--- config.mk ---
export PLATFORM = sky130hd
export DESIGN_NAME = pdh_isqrt
export DESIGN_NICKNAME = d
export VERILOG_FILES = /design/src/pair_distance_histogram_defines.svh /design/src/pdh_pkg.sv /design/src/pdh_isqrt.sv
export SDC_FILE = /design/constraint.sdc
export NUM_CORES = 1
export LEC_CHECK = 0
export BUFFER_PORTS_ARGS = -buffer_cell sky130_fd_sc_hd__buf_2
export CAP_MARGIN = 20
export CORE_MARGIN = 2
export CORE_UTILIZATION = 47
export CTS_BUF_LIST = sky130_fd_sc_hd__clkbuf_4
export CTS_CLUSTER_DIAMETER = 60
export DETAILED_ROUTE_END_ITERATION = 8
export HOLD_SLACK_MARGIN = 0.15
export PLACE_DENSITY = 0.71
export SETUP_SLACK_MARGIN = 0.4
export SYNTH_ARGS = -nofsm -noshare
export SYNTH_HDL_FRONTEND = slang
export SYNTH_SLANG_ARGS = --single-unit
--- constraint.sdc ---
create_clock -name clk_i -period 2.2 [get_ports clk_i]
set_input_delay 0.22 -clock clk_i [delete_from_list [all_inputs] [get_ports clk_i]]
set_output_delay 0.22 -clock clk_i [all_outputs]
set_load 0.03 [all_outputs]
--- src/pair_distance_histogram_defines.svh ---
// Assertion macros for the pair distance histogram.
`ifndef PAIR_DISTANCE_HISTOGRAM_DEFINES_SVH
`define PAIR_DISTANCE_HISTOGRAM_DEFINES_SVH
`ifndef SYNTHESIS
`define PDH_ASSERT(label, clk, rstn, prop, msg) \
  label: assert property (@(posedge clk) disable iff (!rstn) prop) else $error(msg);
`define PDH_ASSERT_NEXT(label, clk, rstn, pre, post, msg) \
  label: assert property (@(posedge clk) disable iff (!rstn) (pre) |=> (post)) else $error(msg);
`else
`define PDH_ASSERT(label, clk, rstn, prop, msg)
`define PDH_ASSERT_NEXT(label, clk, rstn, pre, post, msg)
`endif
`endif

--- src/pdh_pkg.sv ---
package pdh_pkg;
  localparam int unsigned MaxParticlesDefault = 1024;
  localparam int unsigned MaxBinsDefault      = 64;
  localparam int unsigned CountMax            = 524287;

  typedef enum logic [2:0] {
    RegBoxXx = 3'd0, RegBoxXy = 3'd1, RegBoxXz = 3'd2, RegBoxYy = 3'd3,
    RegBoxYz = 3'd4, RegBoxZz = 3'd5, RegInvBw = 3'd6, RegBins = 3'd7
  } reg_idx_e;

  typedef struct packed {
    logic [19:0] xx;
    logic signed [19:0] xy;
    logic signed [19:0] xz;
    logic [19:0] yy;
    logic signed [19:0] yz;
    logic [19:0] zz;
    logic [31:0] inv_bw_sq;
    logic [6:0]  nbins;
  } cfg_t;

  // Handshake between sequencer and distance pipeline.
  typedef struct packed {
    logic        valid;
    logic        flush;
  } pipe_ctl_t;
endpackage

--- src/pdh_isqrt.sv ---
// Bin index of q by a compare against k*k for k below the bin count; result is
// the largest k with k*k <= q, or invalid when q >= nb*nb. Two stages.
module pdh_isqrt #(
  parameter int unsigned MaxBins = pdh_pkg::MaxBinsDefault,
  localparam int unsigned BW = (MaxBins > 1) ? $clog2(MaxBins) : 1
) (
  input  logic          clk_i,
  input  logic          rst_ni,
  input  logic          valid_i,
  input  logic [63:0]   q_i,
  input  logic [6:0]    nb_i,
  output logic          valid_o,
  output logic          hit_o,
  output logic [BW-1:0] bin_o
);
  logic [MaxBins-1:0] ge_q;
  logic               ge_top_q;
  logic               v_q;
  logic [6:0]         nb_q;
  logic [MaxBins-1:0] ge_d;
  logic               hit_d;
  logic [BW-1:0]      bin_d;

  always_comb begin
    for (int k = 0; k < MaxBins; k++) begin
      ge_d[k] = (q_i >= 64'(k * k));
    end
  end

  always_comb begin
    hit_d = 1'b0;
    bin_d = '0;
    for (int k = 0; k < MaxBins; k++) begin
      if (ge_q[k] && (7'(k) < nb_q)) begin
        bin_d = BW'(k);
      end
    end
    // q below nb*nb means k=nb is not reached; k<=nb-1 holds for chosen bin
    hit_d = 1'b1;
    if (nb_q < 7'(MaxBins + 1) && nb_q != 0) begin
      if (ge_q[MaxBins-1] && (7'(MaxBins) == nb_q)) hit_d = !ge_top_q;
      else if (nb_q < 7'(MaxBins)) hit_d = !ge_q[nb_q[BW-1:0]];
    end
  end

  always_ff @(posedge clk_i or negedge rst_ni) begin
    if (!rst_ni) begin
      v_q     <= 1'b0;
      valid_o <= 1'b0;
    end else begin
      v_q     <= valid_i;
      valid_o <= v_q;
    end
  end

  always_ff @(posedge clk_i) begin
    ge_q     <= ge_d;
    ge_top_q <= (q_i >= 64'(MaxBins * MaxBins));
    nb_q     <= nb_i;
    hit_o    <= hit_d;
    bin_o    <= bin_d;
  end
endmodule

## Word level (Yosys, flattened, before mapping)

Cells that the tools add are included.

- Input bits: 74
- Flip-flop bits (word level): 81
- Output and inout bits: 8
- Word-level logic and storage cells: 283

- Order comparisons: 131
- Equal/unequal tests: 1
- Mux-type cells: 66
- Reduce and logical (&&, ||, !) cells: 73

Operator list:

| cell | number |
|---|---|
| 64-bit by 12-bit >= comparator with 1-bit output (second input constant) | 18 |
| 64-bit by 11-bit >= comparator with 1-bit output (second input constant) | 14 |
| 64-bit by 10-bit >= comparator with 1-bit output (second input constant) | 9 |
| 64-bit by 9-bit >= comparator with 1-bit output (second input constant) | 7 |
| 64-bit by 7-bit >= comparator with 1-bit output (second input constant) | 4 |
| 64-bit by 8-bit >= comparator with 1-bit output (second input constant) | 4 |
| 6-bit by 7-bit less-than comparator with 1-bit output (first input constant) | 32 |
| 6-bit two-way mux | 29 |
| 64-bit by 1-bit >= comparator with 1-bit output (second input constant) | 2 |
| 64-bit by 5-bit >= comparator with 1-bit output (second input constant) | 2 |
| 64-bit by 6-bit >= comparator with 1-bit output (second input constant) | 2 |
| 5-bit by 7-bit less-than comparator with 1-bit output (first input constant) | 16 |
| 5-bit two-way mux | 16 |
| 1-bit logical AND | 65 |
| 64-bit by 13-bit >= comparator with 1-bit output (second input constant) | 1 |
| 64-bit by 3-bit >= comparator with 1-bit output (second input constant) | 1 |
| 64-bit by 4-bit >= comparator with 1-bit output (second input constant) | 1 |
| 4-bit by 7-bit less-than comparator with 1-bit output (first input constant) | 8 |
| 4-bit two-way mux | 8 |
| 32-bit OR reduction | 1 |
| 3-bit by 7-bit less-than comparator with 1-bit output (first input constant) | 4 |
| 16-bit OR reduction | 1 |
| 2-bit by 7-bit less-than comparator with 1-bit output (first input constant) | 2 |
| 7-bit less-than comparator (second input constant) | 2 |
| other kinds (12) | 22 |

## Depth between registers and ports, before layout

Gate-level depths: netlist (run 1).

- Depth after elaboration: 64
- Depth in mapped cells: 10
- Gate-level depth less buffers: 9

## Least setup slack after synthesis (run 1)

OpenSTA, ideal clock, no wires.

- Kind: register -> register
- Start point: reg nb_q[6]
- End point: reg bin_o[1]
- Data required time: 2.077 ns
- Data arrival time: 2.019 ns
- Stages on the path, launching flop included: 10
- Library setup time: 0.123 ns
- Path buffers: 2
- Clock period less this slack: 2.142 ns
- Setup slack: 0.058 ns
- Cells stage by stage: dfxtp_1 buf_6 or4b_4 buf_6 o21ai_2 a21oi_1 a2111oi_0 o21ai_0 a22oi_1 a21oi_1

- Longest elaborated chain between the ends: 62
- Elaborated cells between the ends (all ways): 185
- Those cells by class: order compare: 62; mux: 60; reduce/logical: 63

Ends and longest elaborated chain:

| element | RTL line | source |
|---|---|---|
| from (decl) | pdh_isqrt.sv:19 | `logic [6:0] nb_q;` |
| from (signal assigned) | pdh_isqrt.sv:59 | `nb_q <= nb_i;` |
| 2-bit by 7-bit less-than comparator with 1-bit output | pdh_isqrt.sv:34 | `if (ge_q[k] && (7'(k) < nb_q)) begin` |
| 1-bit logical AND | pdh_isqrt.sv:34 |  |
| 2-bit two-way mux | pdh_isqrt.sv:34 |  |
| 6-bit two-way mux (29 in a row) | pdh_isqrt.sv:34 |  |
| 5-bit two-way mux (16 in a row) | pdh_isqrt.sv:34 |  |
| 4-bit two-way mux (8 in a row) | pdh_isqrt.sv:34 |  |
| 3-bit two-way mux (4 in a row) | pdh_isqrt.sv:34 |  |
| 2-bit two-way mux (2 in a row) | pdh_isqrt.sv:34 |  |
| to (signal assigned) | pdh_isqrt.sv:61 | `bin_o <= bin_d;` |
| to (decl) | pdh_isqrt.sv:14 | `output logic [BW-1:0] bin_o` |

Several ways; a longest one is shown, not always the timed one.
A chain may end at the register's enable or synchronous reset.

## Worst setup path after layout (run 1)

- Start point: reg nb_q[3]
- End point: reg bin_o[1]

Same word-level chain as after synthesis.

==> flow_summary_export.csv, run 1 <==
group,metric,value,unit
sta,holdWs,0.194,ns
cells_and_area,syn_to_final_growth,41.0,%
worst_setup_path,critPathLaunch,"nb_q[3]",
synthesis,synth_seq_cells,80,
pwr,p_int,2260,µW
pwr,cellLeakagePower,0.00280,µW
synthesis,synth_top_family_by_area,"compound AO/OA/AOI/OAI gates",
cells_and_area,layout_commonest_cell,"buf_4",
pwr,p_seq_share,45.8,%
cells_and_area,multiInputGateArea,3640,µm²
synthesis,yosysWarnings,0,
synthesis,muxShareOfSynthArea,8.89,%
worst_setup_path,worstPathRequired,2.59,ns
pwr,powerDensity,444,nW/µm²
place,dp_slack,-0.221,ns
clock_network,clockBufferDepth,2,
synthesis,synth_compound_area_share,31.2,%
pwr,combPwrFrac,22.3,%
route,vias,6119,
worst_setup_path,crit_arrival,2.71,ns
route,vias_per_cell,6.28,
grt,grt_pass1_vias,6018,
worst_setup_path,timing.rr.start,"nb_q[3]",
outcome,outcome,"finished, violations left",
sta,rsz0062_at_grt,"true",
cells_and_area,drive_above_1_share,38.2,%
synthesis,async_flop_share,2.50,%
clock_network,clock-sinks,80,
route,firstDrtPassIters,5,
worst_setup_path,crit_fanout,8,
job,max_cap_viol_count,0,
sta,period_minus_slack,2.32,ns
synthesis,ys.flop_type,"dfxtp_1",
clock_network,clock_latency,0.45,ns
worst_setup_path,end_kind,"flop",
die,die_x,109,µm
die,rows,38,
sta,hold_viol_final,0,
grt,grt_usage,34.9,%
place,hpwl,15.5,mm
synthesis,ys_types,75,
cells_and_area,nets,903,
route,wirelength,20.1,mm
pwr,vdd_drop_max,0.000325,V
place,portBuffers,81,
outcome,violations,"negative setup slack",
cells_and_area,num-fill-cells,917,
cells_and_area,final-seq-area,1640,µm²
sta,finalClockSkew,0.0404,ns
worst_setup_path,crit_type,"flop to flop",
clock_network,tritoncts,"yes",
worst_hold_path,hp-start,"q_i[6]",
cells_and_area,fin_area,7260,µm²
worst_hold_path,hold_class,"input port to flop",
die,core-area,10700,µm²
route,wire_per_inst,20.6,µm
route,drt_first_iter_violations,568,
pwr,clkPwrFrac,31.9,%
synthesis,syn-cell-area,5150,µm²
grt,grt_first_pass_wirelength,31.1,mm
die,ioPinCount,82,
sta,setup_viol,5,
grt,grt_max_degree,23,
cells_and_area,most-common-layout-cells,"106 x buf_4, 82 x buf_2, 73 x nand2_1, 73 x o21ai_0, 71 x dfxtp_1",
synthesis,synth_edf_count,0,
route,antenna_left,0,
pwr,sw_frac_of_total,29.8,%
synthesis,syn_nets,717,
synthesis,synth_adder_area_share,0,%
clock_network,clk_pin_slew_worst_paths,0.16,ns
die,start_util,47.9,%
grt,antenna_found_initial,1,
sta,max_slew_margin,66.9,%
sta,slew_viol_final,0,
synthesis,synthXorXnorAreaFrac,0,%
synthesis,yosysSeqAreaShare,31.3,%
sta,fin_crit_sh,105,%
synthesis,syn_area_per_cell,8.01,µm²
route,drc,0,
synthesis,synth-simple-area-share,23.5,%
place,dpl_cell_area,6410,µm²
clock_network,htree_num_levels,3,
sta,layout_setup_ws,-0.118,ns
place,routabilityCongestion,1.00,
clock_network,cts-buffers-inserted,9,
grt,gr-total-overflow,0,
pwr,p_total,3220,µW
synthesis,synth_cells,643,
worst_setup_path,worst_setup_path_start_kind,"flop",
synthesis,ys_top_cells_by_area,"dfxtp_1 30%, o21ai_0 8.6%, mux4_2 8.3%",
pwr,power.switching,960,µW
sta,worst_pin_slew,0.492,ns
clock_network,cts_root_buffer,"clkbuf_4",
sta,max_freq,431,MHz
synthesis,netlist.area_leader.share,30.3,%
synthesis,synth_top_cell_by_area,"dfxtp_1",
die,die_y,109,µm
die,die_area,11800,µm²
timing repair:
action                     CTS  global route
hold endpoints to repair    17             0
pin swaps                    9            20
resized for setup           54            42
hold buffers                17             0
setup endpoints to repair    7             9
setup buffers               14             4
cloned                       1             0
synth_stat cells (all sizes together), types with 13 or more instances:
master,count
o21a,19
a21o,14
buf,21
o21ai,103
inv,13
nor3,13
nand3,14
nor2,43
mux4,19
a21oi,40
nand2,73
dfxtp,78
clkbuf,26
nor4,18
cell families (layout without fill, tap and decap cells):
kind of cell	Yosys count	count (layout)
flip-flops	80	80
other	0	1
multiplexers	22	22
AND/OR/NAND/NOR	228	228
AO/OA/AOI/OAI	252	252
buffers and inverters	61	252
state kept, by name (all words and copies together), names as in the netlist:
register / flops
ge_top_q: 1
valid_o: 1
nb_q: 7
bin_o: 6
ge_q: 63
v_q: 1
hit_o: 1
layout make-up:
cell class | count | share of cell area [%]
Antenna cell | 1 | 0.0345
Clock buffer | 10 | 1.03
Clock inverter | 6 | 1.28
Inverter | 14 | 0.758
Multi-Input combinational cell | 502 | 50.2
Sequential cell | 80 | 22.6
Tap cell | 140 | 2.41
Timing Repair Buffer | 222 | 21.8
worst max-delay path, stage by stage (launching register included):
cell	delay [ns]
dfxtp_4	0.41
buf_6	0.13
nor4_4	0.33
nand2_1	0.11
a221o_1	0.36
a221o_1	0.32
a221oi_2	0.28
a22oi_1	0.15
a21oi_1	0.16
through the flow:
step,instances,utilization (%),TNS [ns]
CTS,970,65.8,-0.172
floorplan,643,-,0
finish,975,67.6,-0.405
global placement,922,59.6,-0.985
detailed placement,922,59.6,-1.23
global route,975,67.6,-0.826
per-layer routing:
metal / share of wire, % / global-route usage [%]
met1: 38 / 43.0
met3: 9.1 / 5.80
met5: 0 / 0
met4: 5.7 / 19.9
met2: 47 / 57.8
worst paths after layout:
kind	to	slack, ns	cells past startpoint
worst max-delay path	bin_o[1]	-0.12	8
worst min register to register	valid_o	0.38	0
worst min-delay path	ge_q[9]	0.19	3
worst max register to register	bin_o[1]	-0.12	8
max in group asynchronous	valid_o	1.46	3
min in group asynchronous	v_q	0.62	3
power groups by stage:
stage                     combinational (µW)  sequential, µW  clock [µW]
after floorplan                          321            1520           0
after global placement                   601            1510           0
after detailed placement                 603            1510           0
after CTS                                667            1480        1040
after global routing                     761            1480        1090
final                                    718            1480        1030
(Power assumes the default switching activity.)
==> inputs of run 2 (changes only) <==
--- a/config.mk
+++ b/config.mk
@@ -13,6 +13,7 @@
 export CTS_CLUSTER_DIAMETER = 60
 export DETAILED_ROUTE_END_ITERATION = 8
 export HOLD_SLACK_MARGIN = 0.15
+export MAX_ROUTING_LAYER = met4
 export PLACE_DENSITY = 0.71
 export SETUP_SLACK_MARGIN = 0.4
 export SYNTH_ARGS = -nofsm -noshare
==> run 2 against run 1 <==
Net effect: cell area down 2.3%; via count down 0.95%; the flow still finishes with violations (negative setup slack); global-route usage up 0.51 points; first-iteration DRC count down 17%; register-to-register slack better by 0.03 ns; non-clock buffer count down 6; die area unchanged; fmax up 1.4%; core utilization down 1.5 points; sequential power about the same.
==> flow_summary_export.csv, run 2 (synthesis results as in run 1) <==
group,metric,value,unit
place,routabilityCongestion,1.03,
sta,max_slew_margin,62.9,%
cells_and_area,drive_above_1_share,36.7,%
die,die_y,109,µm
clock_network,clock-sinks,80,
worst_hold_path,hold_end,"ge_top_q",
worst_setup_path,slowest_delay,0.59,ns
sta,hold_viol_final,0,
cells_and_area,largest_reg_flops,63,
grt,antenna_found_initial,1,
pwr,p_int,2040,µW
route,wl_met2,9.24,mm
worst_setup_path,crit_slowest_cell,"or4b_4",
cells_and_area,syn_to_final_growth,37.8,%
worst_setup_path,critPathBufInv,2,
cells_and_area,most-common-layout-cells,"105 x buf_4, 81 x buf_2, 77 x o21ai_0",
sta,setup_viol,5,
worst_setup_path,crit_arrival,2.69,ns
worst_hold_path,holdPathStages,5,
grt,gr-total-overflow,0,
route,drc,0,
route,drt_first_iter_violations,472,
route,firstDrtPassIters,7,
die,die_x,109,µm
worst_setup_path,crit_fanout,8,
route,m1WireLength,7.91,mm
route,maxUsedRoutingLayer,"met4",
clock_network,tritoncts,"yes",
pwr,powerDensity,428,nW/µm²
grt,grt_pass1_vias,5939,
cells_and_area,regMostFlops,"ge_q",
sta,holdWs,0.175,ns
sta,slew_viol_final,0,
route,wire_per_inst,20.4,µm
worst_setup_path,path_delay_family,"simple AND/OR/NAND/NOR gates",
cells_and_area,fin_util,66.0,%
die,start_util,47.9,%
place,hpwl,15.7,mm
cells_and_area,top_regs,"ge_q x63, nb_q x7, bin_o x6",
clock_network,cts-buffers-inserted,9,
grt,grt_max_degree,23,
route,wirelength,19.8,mm
worst_hold_path,hp-start,"q_i[49]",
place,portBuffers,81,
cells_and_area,nets,897,
sta,max_freq,438,MHz
outcome,outcome,"finished, violations left",
die,die_area,11800,µm²
sta,layout_setup_ws,-0.0855,ns
worst_hold_path,hold_class,"input port to flop",
cells_and_area,layout_commonest_cell,"buf_4",
route,vias,6061,
job,max_cap_viol_count,0,
cells_and_area,final_cells,969,
outcome,violations,"negative setup slack",
worst_setup_path,worstPathRequired,2.61,ns
pwr,vdd_drop_max,0.000327,V
sta,worst_pin_slew,0.552,ns
clock_network,cts_root_buffer,"clkbuf_4",
cells_and_area,fin_area,7100,µm²
worst_setup_path,timing.rr.end,"bin_o[1]",
pwr,clkPwrFrac,28.2,%
clock_network,clk_pin_slew_worst_paths,0.17,ns
clock_network,clockBufferDepth,2,
pwr,sw_frac_of_total,32.9,%
sta,period_minus_slack,2.29,ns
die,rows,38,
pwr,combPwrFrac,23.1,%
place,place_inst,927,
clock_network,htree_num_levels,3,
die,core-area,10700,µm²
worst_setup_path,ff2ff_path_depth,9,
sta,fin_crit_sh,104,%
clock_network,clock_latency,0.46,ns
place,dpl_cell_area,6460,µm²
pwr,p_total,3040,µW
pwr,power.switching,1000,µW
grt,grt_first_pass_wirelength,30.6,mm
pwr,cellLeakagePower,0.00274,µW
worst_setup_path,timing.rr.start,"nb_q[6]",
worst_setup_path,cp_cell_sequence,"buf_4 -> or4b_4 -> buf_6 -> o21ai_2 -> and2_4 -> o221ai_4 -> nor4b_2 -> a22oi_1 -> a21oi_1",
worst_setup_path,worst_setup_path_start_kind,"flop",
grt,grt_usage,35.4,%
worst_setup_path,end_kind,"flop",
sta,rsz0062_at_grt,"true",
route,wl_met3,1.63,mm
die,ioPinCount,82,
sta,finalClockSkew,0.0289,ns
pwr,p_seq_share,48.8,%
route,antenna_left,0,
route,vias_per_cell,6.25,
worst_setup_path,r2r_slack,-0.09,ns
worst_setup_path,crit_type,"flop to flop",
[run 2: cell types whose count changed in the layout (fill, tap and decap cells not counted), moves of 3 or more]
| cell | before | now |
|---|---|---|
| a21oi_1 | 34 | 38 |
| a21oi_2 | 5 | 2 |
| buf_6 | 15 | 8 |
| o21ai_0 | 73 | 77 |
| o21ai_1 | 21 | 17 |
[run 2: per-stage QoR]
stage | worst slack (ns) | TNS [ns]
after floorplan | 0.117 | 0
after global placement | -0.187 | -0.866
after detailed placement | -0.276 | -1.18
after CTS | -0.0572 | -0.126
after global routing | -0.177 | -0.764
final | -0.0855 | -0.251
[run 2: what timing repair did]
item	4_1_cts	5_1_grt
endpoints found under the setup margin	7	12
cloned	0	0
setup buffers	4	2
hold buffers	19	0
hold endpoints to repair	19	0
resized for setup	42	29
pin swaps	14	5
[run 2: layout make-up]
cell class | count | area (µm²)
Fill cell | 949 | 3650
Multi-Input combinational cell | 502 | 3570
Sequential cell | 80 | 1630
Timing Repair Buffer | 216 | 1530
Tap cell | 140 | 175
Clock buffer | 9 | 67.6
Clock inverter | 7 | 62.6
Inverter | 14 | 55.1
Antenna cell | 1 | 2.50
[run 2: worst register-to-register path: stages, from the launching register on]
cell	delay, ns
dfxtp_4	0.41
buf_4	0.15
or4b_4	0.59
buf_6	0.16
o21ai_2	0.10
and2_4	0.18
o221ai_4	0.11
nor4b_2	0.29
a22oi_1	0.12
a21oi_1	0.14
[run 2: worst max path at each step]
stage,cells past startpoint,slack [ns],to,start
6_report,9,-0.09,bin_o[1],nb_q[6]
5_1_grt,8,-0.18,bin_o[2],nb_q[6]
4_1_cts,10,-0.06,bin_o[0],nb_q[6]
3_5_place_dp,10,-0.28,bin_o[0],nb_q[4]
3_3_place_gp,10,-0.19,bin_o[0],nb_q[4]
2_1_floorplan,9,0.12,bin_o[1],nb_q[6]
[run 2: power groups by stage]
| stage | clock (µW) | sequential, µW | combinational [µW] |
|---|---|---|---|
| 6_report | 857 | 1480 | 700 |
| 5_1_grt | 931 | 1480 | 744 |
| 4_1_cts | 876 | 1480 | 661 |
| 3_5_place_dp | 0 | 1510 | 614 |
| 3_3_place_gp | 0 | 1510 | 612 |
| 2_1_floorplan | 0 | 1520 | 321 |
[run 2: layer usage]
metal	track usage, %	up-vias
met2	55.4	344
met3	4.36	72
met5	-	-
met4	21.4	0
met1	43.8	2851
li1	-	2794
==> inputs of run 3 (changes only) <==
--- a/config.mk
+++ b/config.mk
@@ -15,6 +15,7 @@
 export HOLD_SLACK_MARGIN = 0.15
 export MAX_ROUTING_LAYER = met4
 export PLACE_DENSITY = 0.71
+export REMOVE_ABC_BUFFERS = 1
 export SETUP_SLACK_MARGIN = 0.4
 export SYNTH_ARGS = -nofsm -noshare
 export SYNTH_HDL_FRONTEND = slang
==> run 3 against run 2 <==
Net effect: worst setup slack got worse by 0.055 ns; cell count rose by 1.0%; highest routed layer unchanged; count of clock-buffer cells in the layout did not move; largest cell class unchanged; non-clock buffer count rose by 10; register-to-register slack got worse by 0.05 ns; the run still ends with negative setup slack left; wire length fell by 2.1%; largest power group unchanged.
==> flow_summary_export.csv, run 3 (synthesis results as in run 1) <==
group,metric,value,unit
place,dp_slack,-0.276,ns
route,vias,6041,
sta,holdWs,0.199,ns
sta,fin_crit_sh,106,%
clock_network,cts-buffers-inserted,9,
sta,rsz0062_at_grt,"true",
sta,period_minus_slack,2.34,ns
cells_and_area,num-fill-cells,926,
job,max_cap_viol_count,0,
sta,hold_viol_final,0,
route,drc,0,
clock_network,clock-sinks,80,
route,drt_first_iter_violations,564,
grt,grt_first_pass_wirelength,29.5,mm
route,vias_per_cell,6.17,
cells_and_area,layout_commonest_cell,"buf_4",
sta,max_freq,427,MHz
pwr,cellLeakagePower,0.00278,µW
worst_hold_path,hold_class,"input port to flop",
cells_and_area,multiInputGateArea,3470,µm²
grt,gr-total-overflow,0,
cells_and_area,syn_to_final_growth,38.0,%
route,firstDrtPassIters,5,
die,die_y,109,µm
clock_network,clockBufferDepth,2,
cells_and_area,drive_above_1_share,37.2,%
route,wire_per_inst,19.8,µm
cells_and_area,top_regs,"ge_q x63, nb_q x7, bin_o x6",
worst_setup_path,crit_fanout,9,
pwr,combPwrFrac,23.6,%
pwr,powerDensity,420,nW/µm²
clock_network,clk_pin_slew_worst_paths,0.16,ns
outcome,violations,"negative setup slack",
clock_network,htree_num_levels,3,
worst_setup_path,worstPathRequired,2.53,ns
route,antenna_left,0,
cells_and_area,nets,907,
cells_and_area,regMostFlops,"ge_q",
grt,grt_usage,34.3,%
die,core-area,10700,µm²
grt,grt_max_degree,23,
place,routabilityCongestion,1.07,
pwr,clkPwrFrac,27.0,%
outcome,outcome,"finished, violations left",
place,hpwl,15.3,mm
sta,max_slew_margin,65.5,%
die,start_util,47.9,%
grt,grt_pass1_vias,5725,
cells_and_area,most-common-layout-cells,"114 x buf_4, 81 x buf_2, 80 x o21ai_0",
clock_network,clock_latency,0.43,ns
sta,layout_setup_ws,-0.140,ns
sta,tns,-0.459,ns
worst_setup_path,critPathBufInv,4,
clock_network,cts_root_buffer,"clkbuf_4",
worst_setup_path,cp_cell_sequence,"buf_6 -> nand4bb_1 -> buf_6 -> buf_4 -> o21a_1 -> o21a_1 -> o32ai_2 -> a221oi_1 -> buf_4 -> a21oi_1 -> nand2_1",
grt,antenna_found_initial,1,
sta,setup_viol,5,
die,rows,38,
worst_setup_path,worst_setup_path_start_kind,"flop",
sta,slew_viol_final,0,
sta,worst_pin_slew,0.514,ns
worst_setup_path,path_delay_family,"compound AO/OA/AOI/OAI gates",
pwr,p_seq_share,49.4,%
pwr,power.switching,959,µW
pwr,vdd_drop_max,0.000253,V
worst_setup_path,crit_arrival,2.67,ns
cells_and_area,final-seq-area,1630,µm²
worst_setup_path,end_kind,"flop",
sta,finalClockSkew,0.0241,ns
worst_setup_path,crit_slowest_cell,"dfxtp_4",
die,ioPinCount,82,
pwr,p_total,2990,µW
place,portBuffers,81,
die,die_x,109,µm
clock_network,tritoncts,"yes",
worst_setup_path,slowest_delay,0.40,ns
worst_setup_path,crit_type,"flop to flop",
route,wirelength,19.4,mm
die,die_area,11800,µm²
cells_and_area,largest_reg_flops,63,
pwr,sw_frac_of_total,32.1,%
pwr,p_int,2030,µW
==> run 3: through the flow <==
stage	utilization [%]	cell area, µm²	cells
3_3_place_gp	59.9	6430	934
4_1_cts	63.8	6850	974
3_5_place_dp	59.9	6430	934
2_1_floorplan	-	4930	596
5_1_grt	66.1	7100	979
6_report	66.1	7100	979
==> run 3: worst paths after layout <==
check | start | to | slack [ns] | cells after the start
setup / recovery | nb_q[6] | bin_o[0] | -0.14 | 11
hold reg to reg | v_q | valid_o | 0.37 | 0
max in group asynchronous | rst_ni | valid_o | 1.39 | 3
setup reg to reg | nb_q[6] | bin_o[0] | -0.14 | 11
min in group asynchronous | rst_ni | v_q | 0.67 | 3
hold / removal | q_i[10] | ge_q[34] | 0.20 | 3
==> run 3: power by group through the flow <==
stage               clock network (µW)  logic, µW  registers, µW
global route                       881        754           1480
finish                             806        705           1480
global placement                     0        608           1510
CTS                                817        650           1480
detailed placement                   0        610           1510
floorplan                            0        225           1550
==> run 3: worst reg2reg max path: stages, from the launching register on <==
cell and delay [ns]:
dfxtp_4 0.40, buf_6 0.14, nand4bb_1 0.24, buf_6 0.19, buf_4 0.14, o21a_1 0.20, o21a_1 0.21, o32ai_2 0.25
a221oi_1 0.13, buf_4 0.16, a21oi_1 0.12, nand2_1 0.06
==> run 3: layout make-up <==
class | instances | share of cell area, %
Multi-Input combinational cell | 502 | 48.9
Timing Repair Buffer | 226 | 23.2
Sequential cell | 80 | 22.9
Tap cell | 140 | 2.47
Clock buffer | 9 | 0.951
Clock inverter | 7 | 0.757
Inverter | 14 | 0.740
Antenna cell | 1 | 0.0352
==> run 3: per-layer routing <==
layer / up-vias / routed length (µm) / GRT usage (%)
met5: - / 0 / -
met4: 0 / 888 / 16.7
met3: 63 / 1580 / 5.86
met2: 349 / 9070 / 55.0
met1: 2820 / 7860 / 42.0
li1: 2809 / - / -
==> run 3: repair_timing <==
| item | 4_1_cts | 5_1_grt |
|---|---|---|
| buffers inserted | 7 | 3 |
| setup endpoints to repair | 7 | 10 |
| cloned | 0 | 1 |
| resized for setup | 26 | 51 |
| endpoints found under the hold margin | 17 | 0 |
| hold buffers | 17 | 0 |
| pin swaps | 8 | 29 |
